File: src/hdl/assert_macros.svh
// Assertion macros used by the RTL of the magic-number generator.
// No dependencies; include by bare file name.
`ifndef ASSERT_MACROS_SVH
`define ASSERT_MACROS_SVH

// Same-cycle implication, disabled while reset is asserted
`define ASSERT_IMPLIES(label, clk, rst_n, ante, cons) \
	label: assert property (@(posedge clk) disable iff (!(rst_n)) (ante) |-> (cons)) \
		else $error("same-cycle implication failed");

// Next-cycle implication, disabled while reset is asserted
`define ASSERT_NEXT(label, clk, rst_n, ante, cons) \
	label: assert property (@(posedge clk) disable iff (!(rst_n)) (ante) |=> (cons)) \
		else $error("next-cycle implication failed");

`endif

File: src/hdl/idmn_pkg.sv
// Package for the invariant-divisor magic-number generator.
// Field widths, default word size and the sequencer state type; no dependencies.
`default_nettype none

package idmn_pkg;

	// Fixed widths of the item fields
	localparam int DIV_W   = 31;
	localparam int MULT_W  = 33;
	localparam int SHIFT_W = 5;

	// Default word size of the signed division being replaced
	localparam int WORD_BITS_DEF = 32;

	// Sequencer states
	typedef enum logic [2:0] {
		ST_IDLE,
		ST_LOG,
		ST_DIV_LO,
		ST_DIV_HI,
		ST_REDUCE,
		ST_DONE
	} state_t;

endpackage

`default_nettype wire

File: src/hdl/invariant_divisor_magic_number.sv
// Magic multiplier and post-shift generator for signed division by a constant.
// Depends on idmn_pkg and assert_macros.svh.
//
//   channel   handshake            fields
//   input     start / busy         divisor
//   result    done (1-cycle pulse) multiplier, post_shift, invalid
//
// One shared 32-bit compare-subtract unit does both long divisions, one
// dividend bit per cycle over WORD_BITS+32 bits each, after a ceil(log2)
// count; up to 31 halving steps and the result cycle follow.
// A divisor below two skips straight to the result cycle, the next one.
// Reset returns the sequencer to idle; busy stays high until the done cycle ends.
`default_nettype none
`include "assert_macros.svh"

module invariant_divisor_magic_number #(
	parameter int WORD_BITS = idmn_pkg::WORD_BITS_DEF
) (
	input  wire logic                          clk,
	input  wire logic                          arst_n,
	input  wire logic                          start,
	output logic                               busy,
	input  wire logic [idmn_pkg::DIV_W-1:0]    divisor,
	output logic                               done,
	output logic [idmn_pkg::MULT_W-1:0]        multiplier,
	output logic [idmn_pkg::SHIFT_W-1:0]       post_shift,
	output logic                               invalid
);

	localparam int DW = WORD_BITS + idmn_pkg::DIV_W + 1; // dividend bits
	localparam int IW = $clog2(DW);                      // dividend bit index
	localparam int QW = WORD_BITS + 2;                   // quotient bits
	localparam int RW = idmn_pkg::DIV_W;                 // remainder bits
	localparam logic [IW-1:0] IDX_TOP = IW'(DW - 1);

	idmn_pkg::state_t state_q, state_nxt;

	logic [RW-1:0]                   d_q;
	logic [RW-1:0]                   v_q;
	logic [idmn_pkg::SHIFT_W-1:0]    l_q;
	logic [IW-1:0]                   idx_q;
	logic [RW-1:0]                   rem_q;
	logic [QW-1:0]                   q_q;
	logic [QW-1:0]                   low_q;
	logic                            inv_q;

	logic          accept;
	logic          bit_in;
	logic [RW:0]   trial;
	logic [RW:0]   diff;
	logic          ge;
	logic [RW-1:0] rem_nxt;
	logic          idx_zero;
	logic          reduce_go;

	assign accept = start && !busy;

	// Dividend is 2^(W+l), plus 2^(l+1) for the high value: only two bits set
	assign bit_in = (idx_q == (IW'(WORD_BITS) + IW'(l_q)))
		|| ((state_q == idmn_pkg::ST_DIV_HI) && (idx_q == (IW'(l_q) + IW'(1))));

	// Shared compare-subtract unit of the restoring divider
	assign trial   = {rem_q, bit_in};
	assign diff    = trial - {1'b0, d_q};
	assign ge      = trial >= {1'b0, d_q};
	assign rem_nxt = ge ? diff[RW-1:0] : trial[RW-1:0];

	assign idx_zero  = (idx_q == '0);
	assign reduce_go = ((low_q >> 1) < (q_q >> 1)) && (l_q != '0);

	// Next state
	always_comb begin
		state_nxt = state_q;
		unique case (state_q)
			idmn_pkg::ST_IDLE: begin
				if (accept) begin
					state_nxt = (divisor < RW'(2)) ? idmn_pkg::ST_DONE : idmn_pkg::ST_LOG;
				end
			end
			idmn_pkg::ST_LOG: begin
				if (v_q == '0) state_nxt = idmn_pkg::ST_DIV_LO;
			end
			idmn_pkg::ST_DIV_LO: begin
				if (idx_zero) state_nxt = idmn_pkg::ST_DIV_HI;
			end
			idmn_pkg::ST_DIV_HI: begin
				if (idx_zero) state_nxt = idmn_pkg::ST_REDUCE;
			end
			idmn_pkg::ST_REDUCE: begin
				if (!reduce_go) state_nxt = idmn_pkg::ST_DONE;
			end
			idmn_pkg::ST_DONE: begin
				state_nxt = idmn_pkg::ST_IDLE;
			end
			default: state_nxt = idmn_pkg::ST_IDLE;
		endcase
	end

	// Handshake outputs
	always_comb begin
		busy = (state_q != idmn_pkg::ST_IDLE);
		done = (state_q == idmn_pkg::ST_DONE);
	end

	always_ff @(posedge clk or negedge arst_n) begin
		if (!arst_n) begin
			state_q <= idmn_pkg::ST_IDLE;
		end else begin
			state_q <= state_nxt;
		end
	end

	// Datapath
	always_ff @(posedge clk) begin
		unique case (state_q)
			idmn_pkg::ST_IDLE: begin
				if (accept) begin
					d_q   <= divisor;
					v_q   <= divisor - RW'(1);
					l_q   <= '0;
					q_q   <= '0;
					inv_q <= (divisor < RW'(2));
				end
			end
			// ceil(log2 d) = bit length of d-1
			idmn_pkg::ST_LOG: begin
				if (v_q != '0) begin
					v_q <= v_q >> 1;
					l_q <= l_q + idmn_pkg::SHIFT_W'(1);
				end else begin
					idx_q <= IDX_TOP;
					rem_q <= '0;
					q_q   <= '0;
				end
			end
			idmn_pkg::ST_DIV_LO: begin
				if (idx_zero) begin
					low_q <= {q_q[QW-2:0], ge};
					idx_q <= IDX_TOP;
					rem_q <= '0;
					q_q   <= '0;
				end else begin
					idx_q <= idx_q - IW'(1);
					rem_q <= rem_nxt;
					q_q   <= {q_q[QW-2:0], ge};
				end
			end
			idmn_pkg::ST_DIV_HI: begin
				idx_q <= idx_q - IW'(1);
				rem_q <= rem_nxt;
				q_q   <= {q_q[QW-2:0], ge};
			end
			// Halve both bounds while their halves still differ and the shift is nonzero
			idmn_pkg::ST_REDUCE: begin
				if (reduce_go) begin
					low_q <= low_q >> 1;
					q_q   <= q_q >> 1;
					l_q   <= l_q - idmn_pkg::SHIFT_W'(1);
				end
			end
			idmn_pkg::ST_DONE: begin
			end
			default: begin
			end
		endcase
	end

	// Result fields, shown with done
	assign multiplier = idmn_pkg::MULT_W'(q_q);
	assign post_shift = l_q;
	assign invalid    = inv_q;

	// Checks
	`ASSERT_NEXT(a_done_then_idle, clk, arst_n, done, !busy)
	`ASSERT_NEXT(a_accept_then_busy, clk, arst_n, accept, busy && !done || done)
	`ASSERT_IMPLIES(a_invalid_zero, clk, arst_n, done && invalid, ({multiplier, post_shift} == '0))
	`ASSERT_NEXT(a_small_fast, clk, arst_n, accept && (divisor < RW'(2)), done && invalid)

endmodule

`default_nettype wire
File: config.mk
export PLATFORM = sky130hd
export DESIGN_NAME = invariant_divisor_magic_number
export DESIGN_NICKNAME = d
export VERILOG_FILES = /design/src/hdl/idmn_pkg.sv /design/src/hdl/invariant_divisor_magic_number.sv
export VERILOG_INCLUDE_DIRS = /design/src /design/src/hdl
export SDC_FILE = /design/constraint.sdc
export NUM_CORES = 1
export LEC_CHECK = 0
export ABC_AREA = 1
export BUFFER_PORTS_ARGS = -buffer_cell sky130_fd_sc_hd__buf_4
export CAP_MARGIN = 20
export CORE_ASPECT_RATIO = 0.75
export CORE_MARGIN = 8
export CORE_UTILIZATION = 40
export CTS_CLUSTER_SIZE = 8
export DETAILED_ROUTE_END_ITERATION = 16
export PLACE_DENSITY = 0.64
export RECOVER_POWER = 100
export SKIP_CTS_REPAIR_TIMING = 1
export SLEW_MARGIN = 25
export SYNTH_ARGS = -nofsm -noshare
export SYNTH_HDL_FRONTEND = slang
export SYNTH_SLANG_ARGS = --single-unit
File: constraint.sdc
create_clock -name clk -period 9.5 [get_ports clk]
set_input_delay 1.425 -clock clk [delete_from_list [all_inputs] [get_ports clk]]
set_output_delay 1.425 -clock clk [all_outputs]
set_load 0.02 [all_outputs]
* Word level (Yosys, flattened, before mapping) *
Index checks and enable logic that the tools add are counted.

cells by class
  $add $sub $neg = 7
  magnitude comparators = 3
  equal/unequal tests = 15
  multiplexer cells = 29
  reductions and logical operators = 23

operator list
  operator                                                                        number
  34-bit two-way mux                                                              6
  34-bit one-hot mux with 5 select lines                                          1
  31-bit two-way mux                                                              5
  31-bit one-hot mux with 3 select lines                                          1
  34-bit one-hot mux with 2 select lines                                          1
  31-bit one-hot mux with 2 select lines                                          1
  33-bit less-than comparator                                                     1
  32-bit by 31-bit >= comparator with 1-bit output                                1
  31-bit zero test                                                                1
  31-bit by 2-bit less-than comparator with 1-bit output (second input constant)  1
  31-bit nonzero test                                                             1
  31-bit by 1-bit subtractor with 31-bit output (second input constant)           1
  31-bit subtractor                                                               1
  3-bit two-way mux                                                               6
  6-bit one-hot mux with 3 select lines                                           1
  2-bit != test (second input constant)                                           8
  5-bit two-way mux                                                               3
  3-bit one-hot mux with 5 select lines                                           1
  5-bit one-hot mux with 3 select lines                                           1
  6-bit equality test                                                             2
  6-bit two-way mux                                                               2
  5-bit nonzero test                                                              2
  3-bit nonzero test                                                              3
  4-bit AND reduction                                                             2
  17 further kinds                                                                24

storage, ports and cells
  register bits = 176

* Logic depth before layout (Yosys ltp) *
Gate-level depths: netlist (run 1).

  depth in word-level cells = 8
  gate-level depth with buffers = 23

* Worst setup path before layout (run 1) *
No wires, ideal clock.

  path type = register to register
  start = register v_q[17]
  end = register q_q[0] (enable)
  setup time = 0.425 ns
  arrival = 3.277 ns
  required time = 9.075 ns
  path slack = 5.798 ns
  stages on the path, launching flop included = 10
  clock period less this slack = 3.702 ns
  cell sequence = edfxtp_1 -> nor2_1 -> nand3_1 -> nor2_1 -> nand2_1 -> nor2_1 -> nand2_1 -> nand2_1 -> nor2_1 -> nor2_1

between the ends
  longest elaborated chain between the ends = 3

RTL lines
  what                                  RTL line                               source
  from (decl)                           invariant_divisor_magic_number.sv:39   logic [RW-1:0] v_q;
  from (signal assigned)                invariant_divisor_magic_number.sv:119  v_q <= divisor - RW'(1);
  from (signal assigned)                invariant_divisor_magic_number.sv:128  v_q <= v_q >> 1;
  31-bit nonzero test                   invariant_divisor_magic_number.sv:127  if (v_q != '0) begin
  2-bit != test (no source line)        -
  4-bit AND reduction (no source line)  -
  to (signal assigned)                  invariant_divisor_magic_number.sv:145  q_q <= {q_q[QW-2:0], ge};
  to (signal assigned)                  invariant_divisor_magic_number.sv:151  q_q <= {q_q[QW-2:0], ge};
  to (signal assigned)                  invariant_divisor_magic_number.sv:157  q_q <= q_q >> 1;
  to (decl)                             invariant_divisor_magic_number.sv:43   logic [QW-1:0] q_q;

No other way between the ends.
A chain may end at the register's enable or synchronous reset.

* Worst setup path after layout (run 1) *
  start = register state_q[0]
  end = register q_q[20] (enable)

between the ends
  longest elaborated chain between the ends = 5
  elaborated cells between the ends (all ways) = 13
  those cells by class = eq/ne: 7; reduce/logical: 6

RTL lines
  what                                      RTL line                               source
  from (decl)                               invariant_divisor_magic_number.sv:36   idmn_pkg::state_t state_q, state_nxt;
  from (signal assigned)                    invariant_divisor_magic_number.sv:107  state_q <= idmn_pkg::ST_IDLE;
  from (signal assigned)                    invariant_divisor_magic_number.sv:109  state_q <= state_nxt;
  3-bit nonzero test                        invariant_divisor_magic_number.sv:101  busy = (state_q != idmn_pkg::ST_IDLE);
  1-bit zero test                           invariant_divisor_magic_number.sv:56   assign accept = start && !busy;
  1-bit logical AND                         invariant_divisor_magic_number.sv:56
  2-bit != test (no source line)            -
  4-bit AND reduction (no source line) (*)  -

Every way passes the cells marked *; elsewhere a longest branch is shown, timed or not.

==> results of run 1 <==
## layout by cell type, fill, tap and decap left out, types with 3 or more instances in the layout
master      netlist  routed
clkinv_2          0       3
clkbuf_16         0      17
edfxtp_1        172     172
nor2_4            3       3
nor2_1          166     166
nor2_2            6       6
nand2_1         381     384
nor3b_1           3       3
nand4_1          14      14
nor3_1           11      12
xnor2_1          19      19
dfrtp_1           3       3
o21bai_1          6       6
o21ai_0          67      90
nand2_2          13      10
ha_1             70      70
o21ai_1          27       4
xor2_1           20      20
clkinvlp_4        0       3
a21oi_1          44      44
nand3_1          60      62
o22ai_1          31      31
a21oi_2          10      10
clkbuf_1          6      81
inv_6             1       5
inv_1           234     236
inv_2             5       3
a31oi_1           5       5
## registers in the layout, summed over array words and instances (netlist names), 3 cells and up
| register | flops |
|---|---|
| q_q | 34 |
| rem_q | 31 |
| state_q | 3 |
| low_q | 33 |
| post_shift | 5 |
| d_q | 31 |
| idx_q | 6 |
| v_q | 31 |
## Yosys cell counts (all sizes together), types with 3 or more instances
library cell,instances
edfxtp,172
nor3,15
xnor2,19
o22ai,31
nand3,62
ha,70
a21oi,54
nand2,394
xor2,20
inv,240
nor2,175
a31oi,5
nand4,15
buf,55
clkbuf,6
nor3b,3
o21ai,94
dfrtp,3
o21bai,6
## power groups by stage
stage / logic [mW] / registers (mW) / clock network [mW]
3_5_place_dp: 2.43 / 1.51 / 0
2_1_floorplan: 1.86 / 1.47 / 0
3_3_place_gp: 2.36 / 1.50 / 0
5_1_grt: 2.65 / 1.54 / 0.722
6_report: 2.33 / 1.50 / 0.680
4_1_cts: 2.43 / 1.50 / 0.694
## final timing paths
path,endpoint,cells past startpoint,from
worst max-delay path,q_q[20],9,state_q[0]
worst min-delay path,v_q[16],2,v_q[17]
worst max register to register,q_q[20],9,state_q[0]
worst min register to register,v_q[16],2,v_q[17]
max in group asynchronous,state_q[1],1,arst_n
min in group asynchronous,state_q[2],1,arst_n
## worst max-delay path: cells and delay by family (launching register included)
family / cells / cell delay, ns
flip-flops: 1 / 0.46
AND/OR/NAND/NOR: 5 / 1.79
buffers and inverters: 4 / 3.18
## cell families after synthesis
family,Yosys count
adders and majority gates,72
and+or+nand+nor,672
buffers and inverters,301
DFF,175
AOI/OAI and AO/OA,198
xor gates and xnor gates,39
## final cells by class
cell class / instances / area (um2)
well taps: 392 / 490
inverters: 240 / 906
clock buffers: 18 / 429
flip-flops and latches: 175 / 5240
fillers: 2944 / 16300
repair buffers: 83 / 343
multi-input cells: 981 / 5150
clock inverters: 13 / 115
## layer usage
layer  routed length (um)  GRT usage  part of all wire  vias up
li1                     -          -                 -     4793
met1                15000      0.254              0.52     4374
met2                11900      0.245              0.41      246
met3                 1760     0.0378             0.061       34
met4                  337     0.0392             0.012        0
met5                    0          0                 0        -
## metrics by stage
stage | util | setup WS (ns)
floorplan | - | 5.80
global placement | 0.429 | 5.62
detailed placement | 0.430 | 5.52
CTS | 0.449 | 5.50
global route | 0.437 | 3.09
finish | 0.437 | 3.76
==> results.cfg, run 1 <==
[outcome]
status = finished, violations left
violations = max-capacitance violations, max-slew violations

[die]
io_pins = 75
dieArea_um2 = 35100
initial_core_util = 0.405
die_h_um = 164
core_um2 = 29000
fp-row-count = 54
die_w_um = 214

[grt]
grt_pass1_vias = 9008
gr-usage-all-layers = 0.170
grt_max_degree = 72
grt_overflow = 0
antenna_found_initial = 0
grt_first_pass_wirelength_um = 47600

[route]
totalWireLength_um = 29000
drtPass1Iterations = 5
vias_per_cell = 4.97
drt_iter0_drc = 780
antenna_left = 0
vias = 9447
wire_per_inst_um = 15.3
drc = 0

[finish]
diodes = 0
syn_to_final_growth_pct = 8.00
instances_no_fill = 1902
layout-drive-gt1-share = 0.0464
design_area_um2 = 12700
fin_nets = 1604

[synthesis]
synth_fa_ha_area_frac = 0.0781
syn-cell-area_um2 = 11700
ys_seq_area_frac = 0.447
ys_ff_latch = 175
synth-async-reset-ratio = 0.0171
synth.yosys.warnings = 0
syn_area_per_cell_um2 = 8.05
muxShareOfSynthArea = 0
synth_compound_area_frac = 0.0945
synth_xor_area_frac = 0.0291
synth_ff_type = edfxtp_1
synth_top_family_by_area = simple AND/OR/NAND/NOR gates
netlist_instances = 1457
synth_edf_count = 172
synth_cell_types = 46
synth_simple_gate_area_frac = 0.239
synth_top_cell_by_area = edfxtp_1
synth_area_leaders = edfxtp_1 44%, nand2_1 12%, inv_1 7.5%
synth_fp_nets = 1563
yosys.area.top_type_share = 0.440

[pwr]
power_mw = 4.51
p_sw_frac = 0.463
seq_power_share = 0.333
leakagePower_nw = 5.59
p_clk_frac = 0.151
vdd_drop_max_mv = 0.203
pwr-share-comb = 0.516
powerDensity_nw_per_um2 = 356
p_int_mw = 2.42
p_sw_mw = 2.09

[timing]
tightest_slew_ns = 2.67
hold_violations = 0
period_share = 0.605
slew_headroom = -0.777
period_minus_slack_ns = 5.74
max_freq_ghz = 0.174
setup_violations = 0
maxSlewViolCount = 355
timing.setup.tns_ns = 0
rsz0062_at_grt = false
hold_slack_ns = 0.557
clock_skew_ns = 0.0123

[placed_design]
placed_cells = 1871
placement.io_buffers = 74
dpl_cell_area_um2 = 12500
hpwlAfterDp_um = 21900
gp_congestion = 0.914

[setup_path]
worst_path_max_delay_cell = clkbuf_1
crit_arrival_ns = 5.88
cp.required_ns = 9.64
critPathLaunchType = flip-flop
reg2reg_slack_ns = 3.76
crit_chain = inv_1, nor3_4, clkbuf_1, nand2_1, nand2_1, clkbuf_1, nor2_1, nor2_1, buf_16
path_max_fanout = 40
critical_path_class = reg2reg
end_kind = flip-flop
max_stage_delay_ns = 1.63

[clocking]
cts-root-buf = clkbuf_16
cts_made_buffers = 17
worstSkewPairLatency_ns = 0.44
clkTransAtPathRegs_ns = 0.07
cts_tree = built
htree_levels = 4
cts.path.max_buffers = 2
clock_sinks = 175

[job]
cap_viol_max_count = 9

[min_path]
min_path_type = reg2reg
No activity file was read; power rests on OpenSTA's default activity.
==> inputs of run 2 (changes only) <==
- PLACE_DENSITY: 0.64 -> 0.67
- clock period: 9.5 -> 4.8 ns (I/O delays scaled with it)
==> results.cfg, run 2 (same netlist as run 1, synthesis figures left out) <==
[die]
fp-row-count = 54
initial_core_util = 0.405
die_h_um = 164
core_um2 = 29000
die_w_um = 214
dieArea_um2 = 35100
io_pins = 75

[route]
drt_iter0_drc = 796
drtPass1Iterations = 5
vias = 9541
totalWireLength_um = 29600
wire_per_inst_um = 15.5
vias_per_cell = 5.01
antenna_left = 0
drc = 0

[clocking]
cts.path.max_buffers = 2
cts_tree = built
cts_made_buffers = 17
htree_levels = 4
clkTransAtPathRegs_ns = 0.07
worstSkewPairLatency_ns = 0.44
cts-root-buf = clkbuf_16
clock_sinks = 175

[job]
cap_viol_max_count = 6

[placed_design]
placement.io_buffers = 74
gp_congestion = 0.942
hpwlAfterDp_um = 22100

[timing]
tightest_slew_ns = 2.34
rsz0062_at_grt = false
clock_skew_ns = 0.0146
timing.setup.tns_ns = 0
hold_slack_ns = 0.0843
slew_headroom = -0.561
period_minus_slack_ns = 4.00
maxSlewViolCount = 198
max_freq_ghz = 0.250
setup_violations = 0
period_share = 0.832
hold_violations = 0

[setup_path]
end_kind = flip-flop
critPathLaunchType = flip-flop
critical_path_class = reg2reg
cp.required_ns = 4.93
crit_arrival_ns = 4.13
path_max_fanout = 40
rr_startpoint = post_shift[0]
crit_start = post_shift[0]

[min_path]
min_path_type = in2async

[pwr]
p_sw_mw = 4.16
leakagePower_nw = 5.61
pwr-share-comb = 0.513
powerDensity_nw_per_um2 = 709
p_clk_frac = 0.158
vdd_drop_max_mv = 0.438
p_int_mw = 4.86
seq_power_share = 0.329
p_sw_frac = 0.461

[grt]
grt_overflow = 0
grt_first_pass_wirelength_um = 48300
gr-usage-all-layers = 0.173
antenna_found_initial = 0
grt_pass1_vias = 9269
grt_max_degree = 41

[outcome]
violations = max-capacitance violations, max-slew violations
status = finished, violations left

[finish]
largest_reg_flops = 34
final_common_cell = nand2_1
layout_common_cells = 385 x nand2_1, 236 x inv_1, 172 x edfxtp_1, 165 x nor2_1, 89 x o21ai_0
syn_to_final_growth_pct = 8.47
layout-drive-gt1-share = 0.0483
fin_nets = 1605
reg_top3 = q_q (34), low_q (33)
diodes = 0
regMostFlops = q_q
run 2: final timing paths:
| path | to | slack, ns | cells after the start |
|---|---|---|---|
| max in group asynchronous | state_q[2] | 4.54 | 1 |
| setup reg to reg | rem_q[0] | 0.80 | 22 |
| setup / recovery | rem_q[0] | 0.80 | 22 |
| hold / removal | state_q[0] | 0.08 | 1 |
| min in group clk | d_q[30] | 0.50 | 1 |
| hold reg to reg | v_q[18] | 0.56 | 2 |
run 2: layout make-up:
class / count / area (um2)
clock buffers: 21 / 450
clock inverters: 11 / 129
fillers: 2935 / 16300
inverters: 240 / 906
multi-input cells: 981 / 5160
flip-flops and latches: 175 / 5240
well taps: 392 / 490
repair buffers: 84 / 352
run 2: stage by stage:
step / util / instance area, um2 / power, mW / setup WS (ns) / instances
2_1_floorplan: - / 11700 / 6.60 / 1.10 / 1457
3_3_place_gp: 0.430 / 12500 / 7.63 / 1.02 / 1871
3_5_place_dp: 0.431 / 12500 / 7.79 / 0.895 / 1872
4_1_cts: 0.451 / 13100 / 9.25 / 0.857 / 1904
5_1_grt: 0.439 / 12700 / 9.79 / 0.325 / 1904
6_report: 0.439 / 12700 / 9.02 / 0.805 / 1904
run 2: layer usage:
| layer | GRT usage | share of wire | wire [um] | vias up |
|---|---|---|---|---|
| met3 | 0.0330 | 0.067 | 1970 | 20 |
| met2 | 0.259 | 0.43 | 12600 | 280 |
| li1 | - | - | - | 4799 |
| met5 | 0 | 0 | 0 | - |
| met1 | 0.253 | 0.50 | 14700 | 4442 |
| met4 | 0.0410 | 0.0087 | 257 | 0 |
run 2: power groups by stage:
stage / logic [mW] / registers [mW] / clock network [mW]
finish: 4.63 / 2.97 / 1.42
global route: 5.25 / 3.04 / 1.50
CTS: 4.84 / 2.96 / 1.45
detailed placement: 4.81 / 2.98 / 0
global placement: 4.66 / 2.97 / 0
floorplan: 3.68 / 2.92 / 0
run 2: worst max-delay path: stages, from the launching register on:
cell,delay [ns]
edfxtp_1,0.48
inv_1,0.12
ha_1,0.31
xor2_1,0.14
nor3_1,0.06
nand2_1,0.06
nand3b_1,0.09
nand2_1,0.10
inv_1,0.07
ha_1,0.13
inv_1,0.08
fa_1,0.39
nand2_1,0.10
nand3_1,0.14
nand3_2,0.09
nand2_1,0.10
nand2_2,0.07
nand2_1,0.09
nand2_1,0.12
nand3_4,0.39
buf_4,0.34
o21ai_0,0.17
nor2_1,0.06
